--- config.mk ---
export PLATFORM = sky130hd
export DESIGN_NAME = uv_exposure_countdown_timer
export DESIGN_NICKNAME = d
export VERILOG_FILES = /design/src/hdl/uvct_pkg.sv /design/src/hdl/uvct_in_stage.sv /design/src/hdl/uvct_core.sv /design/src/hdl/uv_exposure_countdown_timer.sv
export SDC_FILE = /design/constraint.sdc
export NUM_CORES = 1
export LEC_CHECK = 0
export ABC_AREA = 1
export BUFFER_PORTS_ARGS = -buffer_cell sky130_fd_sc_hd__buf_4
export CAP_MARGIN = 20
export CORE_MARGIN = 2
export CORE_UTILIZATION = 32
export DETAILED_ROUTE_END_ITERATION = 10
export HOLD_SLACK_MARGIN = 0.08
export PLACE_DENSITY = 0.55
export SLEW_MARGIN = 15
export SYNTH_ARGS = -nofsm -noshare
export SYNTH_HDL_FRONTEND = slang
export SYNTH_SLANG_ARGS = --single-unit
--- constraint.sdc ---
create_clock -name clk -period 4.24 [get_ports clk]
set_input_delay 0.424 -clock clk [delete_from_list [all_inputs] [get_ports clk]]
set_output_delay 0.424 -clock clk [all_outputs]
set_load 0.05 [all_outputs]
--- src/hdl/uvct_pkg.sv ---
// Shared types and constants for the UV exposure countdown timer.
package uvct_pkg;

  localparam int ADC_BITS_DEF = 10;

  localparam int CFG_DATA_W = 8;
  localparam int CFG_IDX_W  = 2;

  typedef logic [1:0] req_t;
  localparam req_t REQ_TICK   = 2'd0;
  localparam req_t REQ_KEY    = 2'd1;
  localparam req_t REQ_SAMPLE = 2'd2;

  typedef logic [1:0] mode_t;
  localparam mode_t MODE_SET_MIN = 2'd1;
  localparam mode_t MODE_SET_SEC = 2'd2;
  localparam mode_t MODE_COUNT   = 2'd3;

  typedef logic [CFG_IDX_W-1:0] cfg_idx_t;
  localparam cfg_idx_t CFG_TICKS_PER_SEC = 2'd0;
  localparam cfg_idx_t CFG_PRESS_THRESH  = 2'd1;

  localparam logic [7:0] TICKS_PER_SEC_RST = 8'd64;
  localparam logic [7:0] PRESS_THRESH_RST  = 8'd150;
  localparam logic [7:0] LIVE_PARKED       = 8'd200;
  localparam logic [5:0] SEC_RELOAD        = 6'd59;
  localparam logic [7:0] FIELD6_MAX        = 8'd63;
  localparam logic [7:0] SCALED_MAX        = 8'd255;

  // floor(adc*36/625) == (adc*SCALE_MUL) >> SCALE_SHIFT for adc < 74898
  localparam int              SCALE_MUL_W = 20;
  localparam int              SCALE_SHIFT = 24;
  localparam logic [19:0]     SCALE_MUL   = 20'd966368;

  typedef struct packed {
    req_t       req;
    logic [7:0] scaled;
  } item_t;

endpackage

--- src/hdl/uvct_in_stage.sv ---
// Input register: captures a transfer and the scaled potentiometer value.
module uvct_in_stage #(
  parameter int ADC_BITS = uvct_pkg::ADC_BITS_DEF
) (
  input  logic                 clk,
  input  logic                 rst_n,
  input  logic                 in_valid,
  input  logic                 in_stall,
  input  uvct_pkg::req_t       in_req_type,
  input  logic [ADC_BITS-1:0]  in_adc_value,
  output logic                 item_valid,
  output uvct_pkg::item_t      item
);
  import uvct_pkg::*;

  localparam int PW = ADC_BITS + SCALE_MUL_W;

  logic [PW-1:0] prod;
  logic [PW-1:0] quot;
  logic [7:0]    scaled;
  logic          valid_r;
  item_t         item_r;

  assign prod   = PW'(in_adc_value) * PW'(SCALE_MUL);
  assign quot   = prod >> SCALE_SHIFT;
  assign scaled = (quot > PW'(SCALED_MAX)) ? SCALED_MAX : quot[7:0];

  always_ff @(posedge clk) begin
    if (!rst_n) begin
      valid_r <= 1'b0;
    end else if (!in_stall) begin
      valid_r <= in_valid;
    end
  end

  always_ff @(posedge clk) begin
    if (!in_stall && in_valid) begin
      item_r.req    <= in_req_type;
      item_r.scaled <= scaled;
    end
  end

  assign item_valid = valid_r;
  assign item       = item_r;

endmodule

--- src/hdl/uvct_core.sv ---
// Timer state, configuration registers and result register.
module uvct_core (
  input  logic                                clk,
  input  logic                                rst_n,
  input  logic                                cfg_we,
  input  uvct_pkg::cfg_idx_t                  cfg_index,
  input  logic [uvct_pkg::CFG_DATA_W-1:0]     cfg_data,
  input  logic                                item_valid,
  input  uvct_pkg::item_t                     item,
  output logic                                item_stall,
  output logic                                out_valid,
  input  logic                                out_stall,
  output uvct_pkg::mode_t                     out_mode,
  output logic [5:0]                          out_minutes_left,
  output logic [5:0]                          out_seconds_left,
  output logic [7:0]                          out_live_value,
  output logic                                out_lamp_on
);
  import uvct_pkg::*;

  logic [7:0] tps_r, thr_r;
  mode_t      mode_r, mode_nxt;
  logic [5:0] min_r, min_nxt;
  logic [5:0] sec_r, sec_nxt;
  logic [7:0] live_r, live_nxt;
  logic [7:0] pre_r, pre_nxt;
  logic       lamp_r, lamp_nxt;
  logic       out_valid_r;
  logic       adv;
  logic [7:0] pre_inc;
  logic [5:0] live_sat;

  assign adv        = item_valid && (!out_valid_r || !out_stall);
  assign item_stall = item_valid && !adv;
  assign pre_inc    = pre_r + 8'd1;
  assign live_sat   = (live_r > FIELD6_MAX) ? FIELD6_MAX[5:0] : live_r[5:0];

  always_comb begin
    mode_nxt = mode_r;
    min_nxt  = min_r;
    sec_nxt  = sec_r;
    live_nxt = live_r;
    pre_nxt  = pre_r;
    lamp_nxt = lamp_r;
    unique case (item.req)
      REQ_TICK: begin
        pre_nxt = pre_inc;
        if (pre_inc == tps_r) begin
          pre_nxt = 8'd0;
          if (mode_r == MODE_COUNT) begin
            if (sec_r != 6'd0) begin
              sec_nxt = sec_r - 6'd1;
            end else if (min_r != 6'd0) begin
              min_nxt = min_r - 6'd1;
              sec_nxt = SEC_RELOAD;
            end else begin
              mode_nxt = MODE_SET_MIN;
              lamp_nxt = 1'b0;
            end
          end
        end
      end
      REQ_KEY: begin
        if (live_r < thr_r) begin
          unique case (mode_r)
            MODE_SET_MIN: begin
              min_nxt  = live_sat;
              live_nxt = LIVE_PARKED;
              mode_nxt = MODE_SET_SEC;
            end
            MODE_SET_SEC: begin
              sec_nxt  = live_sat;
              live_nxt = LIVE_PARKED;
              lamp_nxt = 1'b1;
              mode_nxt = MODE_COUNT;
            end
            MODE_COUNT: begin
              live_nxt = LIVE_PARKED;
              lamp_nxt = 1'b0;
              mode_nxt = MODE_SET_MIN;
            end
            default: ;
          endcase
        end
      end
      REQ_SAMPLE: begin
        if (mode_r == MODE_SET_MIN || mode_r == MODE_SET_SEC) begin
          live_nxt = item.scaled;
        end
      end
      default: ;
    endcase
  end

  always_ff @(posedge clk) begin
    if (!rst_n) begin
      tps_r <= TICKS_PER_SEC_RST;
      thr_r <= PRESS_THRESH_RST;
    end else if (cfg_we) begin
      unique case (cfg_index)
        CFG_TICKS_PER_SEC: tps_r <= cfg_data;
        CFG_PRESS_THRESH:  thr_r <= cfg_data;
        default: ;
      endcase
    end
  end

  // state doubles as the result payload: it only moves when the result slot frees
  always_ff @(posedge clk) begin
    if (!rst_n) begin
      mode_r      <= MODE_SET_MIN;
      min_r       <= 6'd0;
      sec_r       <= 6'd0;
      live_r      <= LIVE_PARKED;
      pre_r       <= 8'd0;
      lamp_r      <= 1'b0;
      out_valid_r <= 1'b0;
    end else begin
      if (adv) begin
        mode_r <= mode_nxt;
        min_r  <= min_nxt;
        sec_r  <= sec_nxt;
        live_r <= live_nxt;
        pre_r  <= pre_nxt;
        lamp_r <= lamp_nxt;
      end
      if (adv) begin
        out_valid_r <= 1'b1;
      end else if (!out_stall) begin
        out_valid_r <= 1'b0;
      end
    end
  end

  assign out_valid        = out_valid_r;
  assign out_mode         = mode_r;
  assign out_minutes_left = min_r;
  assign out_seconds_left = sec_r;
  assign out_live_value   = live_r;
  assign out_lamp_on      = lamp_r;

endmodule

--- src/hdl/uv_exposure_countdown_timer.sv ---
// Top level of the UV exposure countdown timer.
//
//   channel  direction  handshake          payload
//   in_      input      in_valid/in_stall  req_type, adc_value
//   out_     output     out_valid/out_stall mode, minutes_left, seconds_left,
//                                          live_value, lamp_on
//   cfg_     input      cfg_we             cfg_index, cfg_data
//
// One transfer per cycle while in_stall is low; a result is valid once its
// transfer has passed the input register, then the state/result register.
// Reset is synchronous: mode 1, counts zero, live value 200, lamp off,
// 64 ticks per second, threshold 150.
// out_stall holds the result and the state; the input register keeps
// taking transfers until it holds one that cannot advance.
module uv_exposure_countdown_timer #(
  parameter int ADC_BITS = uvct_pkg::ADC_BITS_DEF
) (
  input  logic                             clk,
  input  logic                             rst_n,
  input  logic                             in_valid,
  output logic                             in_stall,
  input  uvct_pkg::req_t                   in_req_type,
  input  logic [ADC_BITS-1:0]              in_adc_value,
  output logic                             out_valid,
  input  logic                             out_stall,
  output uvct_pkg::mode_t                  out_mode,
  output logic [5:0]                       out_minutes_left,
  output logic [5:0]                       out_seconds_left,
  output logic [7:0]                       out_live_value,
  output logic                             out_lamp_on,
  input  logic                             cfg_we,
  input  uvct_pkg::cfg_idx_t               cfg_index,
  input  logic [uvct_pkg::CFG_DATA_W-1:0]  cfg_data
);
  import uvct_pkg::*;

  logic  item_valid;
  logic  item_stall;
  item_t item;

  assign in_stall = item_stall;

  uvct_in_stage #(
    .ADC_BITS(ADC_BITS)
  ) u_in_stage (
    .clk         (clk),
    .rst_n       (rst_n),
    .in_valid    (in_valid),
    .in_stall    (item_stall),
    .in_req_type (in_req_type),
    .in_adc_value(in_adc_value),
    .item_valid  (item_valid),
    .item        (item)
  );

  uvct_core u_core (
    .clk             (clk),
    .rst_n           (rst_n),
    .cfg_we          (cfg_we),
    .cfg_index       (cfg_index),
    .cfg_data        (cfg_data),
    .item_valid      (item_valid),
    .item            (item),
    .item_stall      (item_stall),
    .out_valid       (out_valid),
    .out_stall       (out_stall),
    .out_mode        (out_mode),
    .out_minutes_left(out_minutes_left),
    .out_seconds_left(out_seconds_left),
    .out_live_value  (out_live_value),
    .out_lamp_on     (out_lamp_on)
  );

endmodule

== After elaboration in Yosys (flattened, before gate mapping) ==
Index checks and enable logic that the tools add are counted.

* Flip-flop bits (word level): 59
* Bits of input ports: 27
* Output and inout port bits: 25

* Add/subtract/negate cells: 3
* Multiply operators: 1
* $lt $le $gt $ge: 3
* Equality and inequality tests: 21
* Mux-type cells: 37
* Reduce and logical (&&, ||, !) cells: 24

{| class="wikitable"
|+ Operators with widths
! operator !! count
|-
| $mux 6 || 13
|-
| $mux 8 || 5
|-
| $mul 10x15->25 const B || 1
|-
| $pmux 6 s2 || 2
|-
| $reduce_and 8->1 || 3
|-
| $ne 2x1->1 const B || 8
|-
| $pmux 8 s2 || 1
|-
| $reduce_bool 6->1 || 2
|-
| $sub 6x1->6 const B || 2
|-
| $mux 2 || 5
|-
| $add 8x1->8 const B || 1
|-
| $eq 8x8->1 || 1
|-
| $gt 6x8->1 const B || 1
|-
| $gt 8x6->1 const B || 1
|-
| $lt 8x8->1 || 1
|-
| $mux 1 || 7
|-
| $reduce_and 7->1 || 1
|-
| $eq 2x1->1 const B || 3
|-
| $eq 2x2->1 const B || 3
|-
| $ne 2x2->1 const B || 3
|-
| $ne 3x1->1 const B || 2
|-
| $pmux 2 s3 || 1
|-
| $reduce_and 2->1 || 3
|-
| $reduce_and 5->1 || 1
|-
| 9 further kinds || 18
|}

== Longest topological paths before layout ==
Gate-level depths: netlist (run 1).

* Depth after elaboration: 7
* Depth in mapped cells: 18
* Mapped depth without buffers: 18

== By module ==
From an unflattened synthesis (run 1), not the netlist that was laid out.

* Cells, all modules: 927
* Area total of the unflattened synthesis: 6725.2 um^2

{| class="wikitable"
|+ By module, submodules not included
! module !! instances !! cells an instance !! area an instance (um^2) !! seq. area each (um^2)
|-
| uvct_in_stage || 1 || 483 || 3707.3 || 260.2
|-
| uvct_core || 1 || 444 || 3017.9 || 960.9
|}

== Worst setup path after synthesis (run 1) ==
OpenSTA, ideal clock, no wires.

* Path type: in2reg
* From: in in_adc_value[7]
* To: reg u_in_stage.item_r, in the netlist u_in_stage.item[1], data pin
* Setup time: 0.259 ns
* Arrival: 4.294 ns
* Path slack: -0.313 ns
* Stages: 17
* Path buffers: 0
* Cells stage by stage: fa_1 > fa_1 > inv_1 > fa_1 > inv_1 > fa_1 > inv_1 > fa_1 > inv_1 > ha_1 > nand2_1 > nand2_1 > a21boi_0 > nor2_1 > nor3_1 > nand2_1 > xor2_1

* Longest elaborated chain between the ends: 2

{| class="wikitable"
|+ Ends and longest elaborated chain
! item !! RTL line !! RTL
|-
| start: declaration || uv_exposure_countdown_timer.sv:23 || <nowiki>input logic [ADC_BITS-1:0] in_adc_value,</nowiki>
|-
| $mul 10x15->25 (*) || uvct_in_stage.sv:24 || <nowiki>assign prod = PW'(in_adc_value) * PW'(SCALE_MUL);</nowiki>
|-
| named net u_in_stage.prod[25] || uvct_in_stage.sv:18 || <nowiki>logic [PW-1:0] prod;</nowiki>
|-
| $gt 6x8->1 || uvct_in_stage.sv:26 || <nowiki>assign scaled = (quot > PW'(SCALED_MAX)) ? SCALED_MAX : quot[7:0];</nowiki>
|-
| end: declaration || uvct_in_stage.sv:22 || <nowiki>item_t item_r;</nowiki>
|}

Mark *: on every way through the listed nets, which the timed path passes. The rest lies on a longest branch.
A chain may end at the register's enable or synchronous reset.

== Worst setup path after layout (run 1) ==
* From: in in_adc_value[3]
* To: reg u_in_stage.item_r, in the netlist u_in_stage.item[0], data pin

The elaborated chain is that of the path after synthesis.

==> results of run 1 <==
cell families (layout without fill, tap and decap cells):
family          after synthesis  count (layout)  share of synthesized area (%)
flops                        56              56                           19.0
simple gates                305             305                           21.7
fa+ha+maj                   141             141                           35.2
xor+xnor                     15              15                           2.08
compound gates              111             111                           9.76
buf+inv                     199             313                           12.3
repair_timing:
action	in CTS	in global routing
resized for setup	26	31
hold buffers	0	0
pin swaps	19	10
gates cloned	0	0
endpoints found under the setup margin	6	6
setup buffers	5	1
registers in the layout (all words and copies together) (netlist names), 2 cells and up:
signal / count
u_core.out_seconds_left: 6
u_core.out_live_value: 7
u_in_stage.item: 8
u_core.thr_r: 8
u_core.out_mode: 2
u_core.tps_r: 8
u_core.out_minutes_left: 6
u_core.pre_r: 8
worst max-delay path, stage by stage:
cell     delay (ns)
buf_4          0.12
fa_2           0.64
fa_1           0.42
inv_1          0.07
fa_1           0.43
fa_1           0.49
fa_1           0.52
inv_1          0.04
ha_1           0.32
a21o_1         0.22
a21oi_2        0.15
o21ai_0        0.10
nand2_1        0.07
nand2_1        0.05
a31oi_1        0.19
xnor2_1        0.10
cells in the final DEF, fill, tap and decap left out, types with 5 or more instances in the layout:
cell type	count
inv_1	172
nand2_1	128
buf_4	113
nor2_1	73
ha_1	68
fa_1	56
a21oi_1	52
dfxtp_1	48
nand3_1	38
o21ai_0	26
nand4_1	18
inv_2	13
nand2_2	12
ha_4	12
xor2_1	11
edfxtp_1	8
nor2_2	7
a21oi_2	7
o211ai_1	7
nor3_1	6
fa_2	5
clkbuf_16	5
power by group through the flow:
stage,clock network [W],registers [W],logic (W)
after CTS,0.000446,0.000645,0.00405
after detailed placement,0,0.000658,0.00364
after global routing,0.000466,0.000650,0.00496
after floorplan,0,0.000681,0.00243
after global placement,0,0.000657,0.00364
final,0.000431,0.000644,0.00446
cell type report:
class	instances	share of cell area, %
timing repair buffer	118	11.5
tap	265	4.14
clock inverter	1	0.0937
multi-input combinational	572	58.7
inverter	187	8.80
sequential	56	15.0
clock buffer	7	1.78
worst paths after layout:
| check | endpoint | slack [ns] | cells past startpoint | from |
|---|---|---|---|---|
| hold / removal | u_in_stage.item[8] | 0.31 | 1 | in_req_type[0] |
| hold reg to reg | u_core.tps_r[2] | 0.47 | 2 | u_core.tps_r[2] |
| setup / recovery | u_in_stage.item[0] | -0.06 | 16 | in_adc_value[3] |
| setup reg to reg | u_core.out_live_value[1] | 1.92 | 11 | u_core.out_live_value[6] |
routing by layer:
metal / vias to the layer above / track usage [%] / wire length (microns) / part of all wire, %
met5: - / 0 / 0 / 0
met1: 2492 / 19.6 / 7330 / 48
met4: 0 / 2.66 / 218 / 1.4
met3: 14 / 1.36 / 445 / 2.9
li1: 2847 / - / - / -
met2: 97 / 26.6 / 7430 / 48
per-stage QoR:
stage          total power (W)  utilization, %  worst slack, ns  hold slack (ns)
6_report               0.00553            41.3          -0.0630            0.315
3_3_place_gp           0.00430            38.9           -0.748            0.458
4_1_cts                0.00514            40.6          -0.0637            0.310
2_1_floorplan          0.00312               -          -0.0773            0.433
3_5_place_dp           0.00430            38.9           -0.752            0.464
5_1_grt                0.00607            41.3           -0.204            0.303
==> impl_metrics.env, run 1 <==
export IMPL_outcome="finished with violations"
export IMPL_violations="negative setup slack"
export IMPL_fin_skew_ns=0.00586
export IMPL_ys_types=44
export IMPL_p_per_area_nw_per_um2=691
export IMPL_hold_path_class="input port to register"
export IMPL_clockBufferDepth=2
export IMPL_placed_area_sq_um=7540
export IMPL_overflow=0
export IMPL_ant_nets=0
export IMPL_final_nets=1108
export IMPL_yosysMostFrequentCell="inv_1"
export IMPL_fin_tns_setup_ns=-0.157
export IMPL_ys_flop_type="dfxtp_1"
export IMPL_critPathRequiredTime_ns=4.29
export IMPL_drc=0
export IMPL_slew_limit_headroom_pct=55.2
export IMPL_rows=51
export IMPL_p_sw_share_pct=48.4
export IMPL_antenna_found_initial=0
export IMPL_clk_pin_slew_ns=0.07
export IMPL_ys_warn_count=0
export IMPL_first_global_vias=5205
export IMPL_rsz0062_at_grt="true"
export IMPL_drt_wl_total_microns=15400
export IMPL_synthTopCellsByArea="fa_1 (19%), ha_1 (16%), dfxtp_1 (15%)"
export IMPL_die_w_microns=145
export IMPL_mappedNetlistArea_sq_um=6320
export IMPL_die_h_microns=145
export IMPL_ys_seq_area_share_pct=19.0
export IMPL_hold_viol_final=0
export IMPL_post_route_min_period_ns=4.30
export IMPL_cts_sinks=56
export IMPL_p_int_w=0.00286
export IMPL_switchingPower_w=0.00268
export IMPL_syn_nets=995
export IMPL_setup_viol=4
export IMPL_diodes=0
export IMPL_first_pass_iters=4
export IMPL_worstSetupPathType="input port to register"
export IMPL_crit_path_end_kind="register"
export IMPL_core_area_sq_um=19400
export IMPL_cts_tree="yes"
export IMPL_clkPwrFrac_pct=7.8
export IMPL_instances_no_fill=1206
export IMPL_root_buffer="clkbuf_16"
export IMPL_leakage_nw=3.95
export IMPL_avgSynthCellArea_sq_um=7.64
export IMPL_irDropWorstVdd_mv=0.403
export IMPL_async_reset_ff_share_pct=0
export IMPL_htree_levels=2
export IMPL_wl_per_cell_microns=12.8
export IMPL_finalMaxSlewViolations=0
export IMPL_yosysTopAreaCellShare_pct=19.3
export IMPL_regArea_sq_um=1200
export IMPL_cts_made_buffers=5
export IMPL_layout_setup_ws_ns=-0.0630
export IMPL_drive_gt1_share_pct=22.0
export IMPL_gp_congestion=0.877
export IMPL_vias=5450
export IMPL_critPathArrivalTime_ns=4.35
export IMPL_max_cap_viol_count=0
export IMPL_synthTopCellsByCount="inv_1 (185), nand2_1 (139), ha_1 (80)"
export IMPL_ioPinCount=52
export IMPL_dp_hpwl_microns=12900
export IMPL_max_freq_ghz=0.232
export IMPL_fillCellCount=2032
export IMPL_grt_start_max_net_pins=39
export IMPL_clkLatencyLatePin_ns=0.30
export IMPL_syn_inst=827
export IMPL_area_growth_syn_to_layout_pct=26.8
export IMPL_ys_ff_latch=56
export IMPL_synth_top_area_cell="fa_1"
export IMPL_fin_area_sq_um=8010
export IMPL_path_max_fanout=5
export IMPL_multi_input_area_sq_um=4700
export IMPL_grt_pass1_wl_microns=24900
export IMPL_initial_core_util_pct=32.6
export IMPL_place_inst=1192
export IMPL_grtUsageTotal_pct=14.9
export IMPL_fp_dieArea_sq_um=20900
export IMPL_port_buffers=51
export IMPL_period_share_pct=101
export IMPL_via_per_inst=4.52
export IMPL_synth_edf_count=8
export IMPL_comb_power_share_pct=80.6
export IMPL_drt_iter0_markers=195
export IMPL_tightest_slew_ns=0.672
export IMPL_seq_power_share_pct=11.6
export IMPL_critPathLaunchType="input port"
Power figures use the tool's default switching activity.
==> run 2, diff against run 1 <==
--- a/config.mk
+++ b/config.mk
@@ -10,6 +10,7 @@
 export CAP_MARGIN = 20
 export CORE_MARGIN = 2
 export CORE_UTILIZATION = 32
+export CTS_BUF_LIST = sky130_fd_sc_hd__clkbuf_4 sky130_fd_sc_hd__clkbuf_8 sky130_fd_sc_hd__clkbuf_16
 export DETAILED_ROUTE_END_ITERATION = 10
 export HOLD_SLACK_MARGIN = 0.08
 export PLACE_DENSITY = 0.55
==> run 2 against run 1 <==
Effect of this change: the run still ends with negative setup slack left; global-route usage is the same; final cell count is the same; sequential power is essentially flat; sequential share of layout area is essentially flat; hold slack lost 0.00078 ns; utilization is essentially flat; die area is the same; highest routed layer unchanged; sequential cell count is the same; power grew 0.13%; largest power group unchanged.
==> impl_metrics.env, run 2 (synthesis gave the netlist of run 1 again) <==
export IMPL_outcome="finished with violations"
export IMPL_violations="negative setup slack"
export IMPL_via_per_inst=4.52
export IMPL_path_cells="buf_4 -> fa_2 -> fa_1 -> inv_1 -> fa_1 -> fa_1 -> fa_1 -> inv_1 -> ha_1 -> a21o_1 -> a21oi_2 -> o21ai_0 -> nand2_1 -> nand2_1 -> a31oi_1 -> xnor2_1"
export IMPL_power_total_w=0.00554
export IMPL_first_global_vias=5205
export IMPL_grt_pass1_wl_microns=24900
export IMPL_area_growth_syn_to_layout_pct=26.8
export IMPL_setup_viol=4
export IMPL_first_pass_iters=4
export IMPL_fp_dieArea_sq_um=20900
export IMPL_gp_congestion=0.877
export IMPL_layout_setup_ws_ns=-0.0637
export IMPL_max_cap_viol_count=0
export IMPL_diodes=0
export IMPL_layout_commonest_cell="inv_1"
export IMPL_cts_sinks=56
export IMPL_die_w_microns=145
export IMPL_ioPinCount=52
export IMPL_fin_skew_ns=0.00640
export IMPL_path_max_fanout=5
export IMPL_clockBufferDepth=2
export IMPL_r2r_slack_ns=1.92
export IMPL_finalMaxSlewViolations=0
export IMPL_clkLatencyLatePin_ns=0.30
export IMPL_die_h_microns=145
export IMPL_cts_made_buffers=5
export IMPL_path_depth=16
export IMPL_rows=51
export IMPL_hold_path_depth=1
export IMPL_r2r_end="u_core.out_live_value[1]"
export IMPL_multi_input_area_sq_um=4700
export IMPL_overflow=0
export IMPL_cp_num_buf_inv=3
export IMPL_slew_limit_headroom_pct=54.9
export IMPL_vias=5449
export IMPL_period_share_pct=102
export IMPL_htree_levels=2
export IMPL_final_nets=1108
export IMPL_cts_tree="yes"
export IMPL_initial_core_util_pct=32.6
export IMPL_dp_hpwl_microns=12900
export IMPL_r2r_cells=11
export IMPL_grt_start_max_net_pins=39
export IMPL_fillCellCount=2030
export IMPL_antenna_found_initial=0
export IMPL_wl_per_cell_microns=12.8
export IMPL_placed_area_sq_um=7540
export IMPL_hold_viol_final=0
export IMPL_critPathLaunchType="input port"
export IMPL_hold_path_end="u_in_stage.item[8]"
export IMPL_drive_gt1_share_pct=22.1
export IMPL_crit_family="adder cells"
export IMPL_max_freq_ghz=0.232
export IMPL_crit_path_end_kind="register"
export IMPL_drt_wl_total_microns=15400
export IMPL_leakage_nw=3.95
export IMPL_min_from="in_req_type[0]"
export IMPL_p_per_area_nw_per_um2=692
export IMPL_critPathMaxStageDelay_ns=0.64
export IMPL_port_buffers=51
export IMPL_cp_slowest_cell="fa_2"
export IMPL_worstSetupPathType="input port to register"
export IMPL_drc=0
export IMPL_regArea_sq_um=1200
export IMPL_r2r_start="u_core.out_live_value[6]"
export IMPL_cpMostUsedCell="fa_1"
export IMPL_fin_area_sq_um=8010
export IMPL_ant_nets=0
export IMPL_critPathArrivalTime_ns=4.35
export IMPL_clk_pin_slew_ns=0.07
export IMPL_final_cell_mix="inv_1 (172), nand2_1 (128), buf_4 (113), nor2_1 (73), ha_1 (68)"
export IMPL_grtUsageTotal_pct=14.9
export IMPL_critPathRequiredTime_ns=4.29
export IMPL_core_area_sq_um=19400
export IMPL_irDropWorstVdd_mv=0.403
export IMPL_rsz0062_at_grt="true"
export IMPL_root_buffer="clkbuf_16"
export IMPL_drt_iter0_markers=197
export IMPL_post_route_min_period_ns=4.30
export IMPL_tightest_slew_ns=0.677
export IMPL_hold_path_class="input port to register"
[run 2: changes by cell type in the layout (fill, tap and decap cells not counted)]
cell | previous run | this run
clkbuf_1 | 1 | 0
clkbuf_4 | 0 | 1
[run 2: area by class of cell]
class / count / share of cell area [%]
timing repair buffer: 118 / 11.4
multi-input combinational: 572 / 58.7
sequential: 56 / 15.0
clock buffer: 7 / 1.83
inverter: 187 / 8.79
tap: 265 / 4.14
clock inverter: 1 / 0.0937
[run 2: timing repair]
item,4_1_cts,5_1_grt
hold buffers,0,0
pin swaps,19,10
buffers inserted,5,1
hold endpoints to repair,0,0
setup endpoints to repair,6,6
gates resized for setup,26,31
cloned,0,0
[run 2: metrics by stage]
stage          setup WS [ns]  hold slack [ns]  std cells  utilization [%]  TNS, ns
2_1_floorplan        -0.0773            0.433        827                -   -0.163
3_3_place_gp          -0.748            0.458       1192             38.9    -2.86
3_5_place_dp          -0.752            0.464       1192             38.9    -2.86
4_1_cts              -0.0636            0.310       1205             40.6   -0.188
5_1_grt               -0.204            0.303       1206             41.3   -0.966
6_report             -0.0637            0.314       1206             41.3   -0.157
[run 2: worst max path at each step]
stage | startpoint | to | slack [ns]
floorplan | in_adc_value[6] | u_in_stage.item[0] | -0.08
global placement | in_adc_value[9] | u_in_stage.item[4] | -0.75
detailed placement | in_adc_value[9] | u_in_stage.item[4] | -0.75
CTS | in_adc_value[7] | u_in_stage.item[4] | -0.06
global route | in_adc_value[8] | u_in_stage.item[0] | -0.20
finish | in_adc_value[3] | u_in_stage.item[0] | -0.06
[run 2: power by group]
| group | switching (W) | internal [W] |
|---|---|---|
| combinational | 0.00246 | 0.00200 |
| sequential | 0.0000231 | 0.000621 |
| clock | 0.000196 | 0.000243 |
| total | 0.00268 | 0.00286 |
[run 2: per-layer routing]
layer | vias up | share of wire [%] | global-route usage [%]
met5 | - | 0 | 0
met4 | 0 | 1.5 | 2.66
met3 | 15 | 2.8 | 1.36
met2 | 92 | 48 | 26.6
met1 | 2496 | 48 | 19.6
li1 | 2846 | - | -
==> run 3, diff against run 2 <==
--- a/config.mk
+++ b/config.mk
@@ -14,6 +14,7 @@
 export DETAILED_ROUTE_END_ITERATION = 10
 export HOLD_SLACK_MARGIN = 0.08
 export PLACE_DENSITY = 0.55
+export SETUP_SLACK_MARGIN = 0.15
 export SLEW_MARGIN = 15
 export SYNTH_ARGS = -nofsm -noshare
 export SYNTH_HDL_FRONTEND = slang
==> run 3 against run 2 <==
Effect of this change: the flow still finishes with violations (negative setup slack); global-route usage rose by 0.63 points; setup slack better by 0.057 ns; via count hardly changed; fmax is 1.4% higher; final cell count down 0.17%; die area stayed put; critical path type unchanged; largest cell class unchanged; largest power group unchanged; highest routed layer unchanged.
==> impl_metrics.env, run 3 (synthesis gave the netlist of run 1 again) <==
export IMPL_final_cell_mix="inv_1 (171), nand2_1 (125), buf_4 (111), nor2_1 (74), ha_1 (67)"
export IMPL_fin_skew_ns=0.00640
export IMPL_drt_iter0_markers=232
export IMPL_met1_length_microns=7610
export IMPL_critPathMaxStageDelay_ns=0.63
export IMPL_die_h_microns=145
export IMPL_first_pass_iters=4
export IMPL_gp_congestion=0.877
export IMPL_port_buffers=51
export IMPL_antenna_found_initial=0
export IMPL_path_cells="buf_6 -> fa_2 -> inv_2 -> fa_1 -> inv_2 -> fa_1 -> inv_2 -> fa_1 -> inv_2 -> ha_4 -> ha_4 -> buf_4 -> nand2_4 -> nor4_4 -> nand4_1 -> nand3_2 -> xor2_1"
export IMPL_cp_num_buf_inv=6
export IMPL_setup_viol=1
export IMPL_tightest_slew_ns=0.705
export IMPL_path_max_fanout=4
export IMPL_dp_slack_ns=-0.444
export IMPL_cts_made_buffers=5
export IMPL_vias=5450
export IMPL_clk_pin_slew_ns=0.07
export IMPL_htree_levels=2
export IMPL_drt_wl_total_microns=15700
export IMPL_post_route_min_period_ns=4.25
export IMPL_grt_start_max_net_pins=39
export IMPL_clockBufferDepth=2
export IMPL_irDropWorstVdd_mv=0.351
export IMPL_cts_tree="yes"
export IMPL_cpMostUsedCell="inv_2"
export IMPL_first_global_vias=5409
export IMPL_dr_max_layer_used="met4"
export IMPL_dp_hpwl_microns=12800
export IMPL_ant_nets=0
export IMPL_fp_dieArea_sq_um=20900
export IMPL_critPathRequiredTime_ns=4.30
export IMPL_ioPinCount=52
export IMPL_grt_pass1_wl_microns=25900
export IMPL_drc=0
export IMPL_layout_commonest_cell="inv_1"
export IMPL_initial_core_util_pct=32.6
export IMPL_finalMaxSlewViolations=0
export IMPL_overflow=0
export IMPL_cts_sinks=56
export IMPL_outcome="finished with violations"
export IMPL_max_cap_viol_count=0
export IMPL_critPathArrivalTime_ns=4.31
export IMPL_holdWs_ns=0.305
export IMPL_die_w_microns=145
export IMPL_dr_wl_met3_microns=466
export IMPL_area_growth_syn_to_layout_pct=26.7
export IMPL_critPathLaunchType="input port"
export IMPL_rsz0062_at_grt="true"
export IMPL_period_share_pct=100
export IMPL_final_nets=1106
export IMPL_layout_setup_ws_ns=-0.00623
export IMPL_slew_limit_headroom_pct=53.0
export IMPL_diodes=0
export IMPL_grtUsageTotal_pct=15.5
export IMPL_core_area_sq_um=19400
export IMPL_root_buffer="clkbuf_16"
export IMPL_wl_met2_microns=7340
export IMPL_place_inst=1189
export IMPL_hold_path_class="input port to register"
export IMPL_rows=51
export IMPL_crit_path_end_kind="register"
export IMPL_cp_slowest_cell="fa_2"
export IMPL_cts_hold_buffers=0
export IMPL_clkLatencyLatePin_ns=0.30
export IMPL_instances_no_fill=1204
export IMPL_crit_family="adder cells"
export IMPL_via_per_inst=4.53
export IMPL_leakage_nw=3.95
export IMPL_fin_tns_setup_ns=-0.00623
export IMPL_wl_per_cell_microns=13.0
export IMPL_hold_viol_final=0
export IMPL_drive_gt1_share_pct=22.8
export IMPL_worstSetupPathType="input port to register"
export IMPL_max_freq_ghz=0.236
export IMPL_p_per_area_nw_per_um2=693
export IMPL_violations="negative setup slack"
==> run 3: layout make-up <==
cell class | count | area [sq um]
Clock buffer | 6 | 133
Sequential cell | 56 | 1200
Clock inverter | 2 | 11.3
Inverter | 187 | 702
Timing Repair Buffer | 116 | 893
Tap cell | 265 | 332
Multi-Input combinational cell | 572 | 4730
Fill cell | 2039 | 11400
==> run 3: metal layers <==
layer | vias to the layer above | track usage, %
met5 | - | 0
li1 | 2831 | -
met3 | 18 | 1.32
met1 | 2518 | 21.2
met4 | 0 | 3.99
met2 | 83 | 26.3
==> run 3: power by group <==
group / switching [W] / leakage [nW] / total, W / internal, W
clock network: 0.000199 / 0.0679 / 0.000424 / 0.000225
logic: 0.00246 / 3.41 / 0.00448 / 0.00202
registers: 0.0000223 / 0.469 / 0.000644 / 0.000621
total: 0.00268 / 3.95 / 0.00554 / 0.00286
==> run 3: stage by stage <==
step | util [%] | power [W] | instance area, sq um
2_1_floorplan | - | 0.00307 | 6440
3_5_place_dp | 38.7 | 0.00413 | 7510
3_3_place_gp | 38.7 | 0.00415 | 7510
5_1_grt | 41.3 | 0.00611 | 8000
6_report | 41.3 | 0.00554 | 8000
4_1_cts | 40.5 | 0.00507 | 7850
==> run 3: final timing paths <==
kind / cells after the start / start / to / slack (ns)
worst max-delay path: 17 / in_adc_value[4] / u_in_stage.item[3] / -0.006
worst min register to register: 2 / u_core.thr_r[3] / u_core.thr_r[3] / 0.47
worst min-delay path: 1 / in_req_type[0] / u_in_stage.item[8] / 0.31
worst max register to register: 11 / u_core.out_live_value[6] / u_core.out_live_value[0] / 1.92
==> run 3: timing repair <==
action / 4_1_cts / 5_1_grt
setup endpoints to repair: 6 / 6
pin swaps: 24 / 17
setup buffers: 3 / 4
gates cloned: 0 / 0
gates resized for setup: 37 / 31
==> run 3: worst reg2reg max path, stage by stage (launching register included) <==
cell     delay, ns
dfxtp_1       0.51
ha_1          0.30
nand2_1       0.10
nor2_1        0.05
nor3_1        0.12
nand2_1       0.17
nand2_1       0.11
nand2_1       0.07
nor2_1        0.38
inv_1         0.20
a21oi_1       0.16
nor2_1        0.05
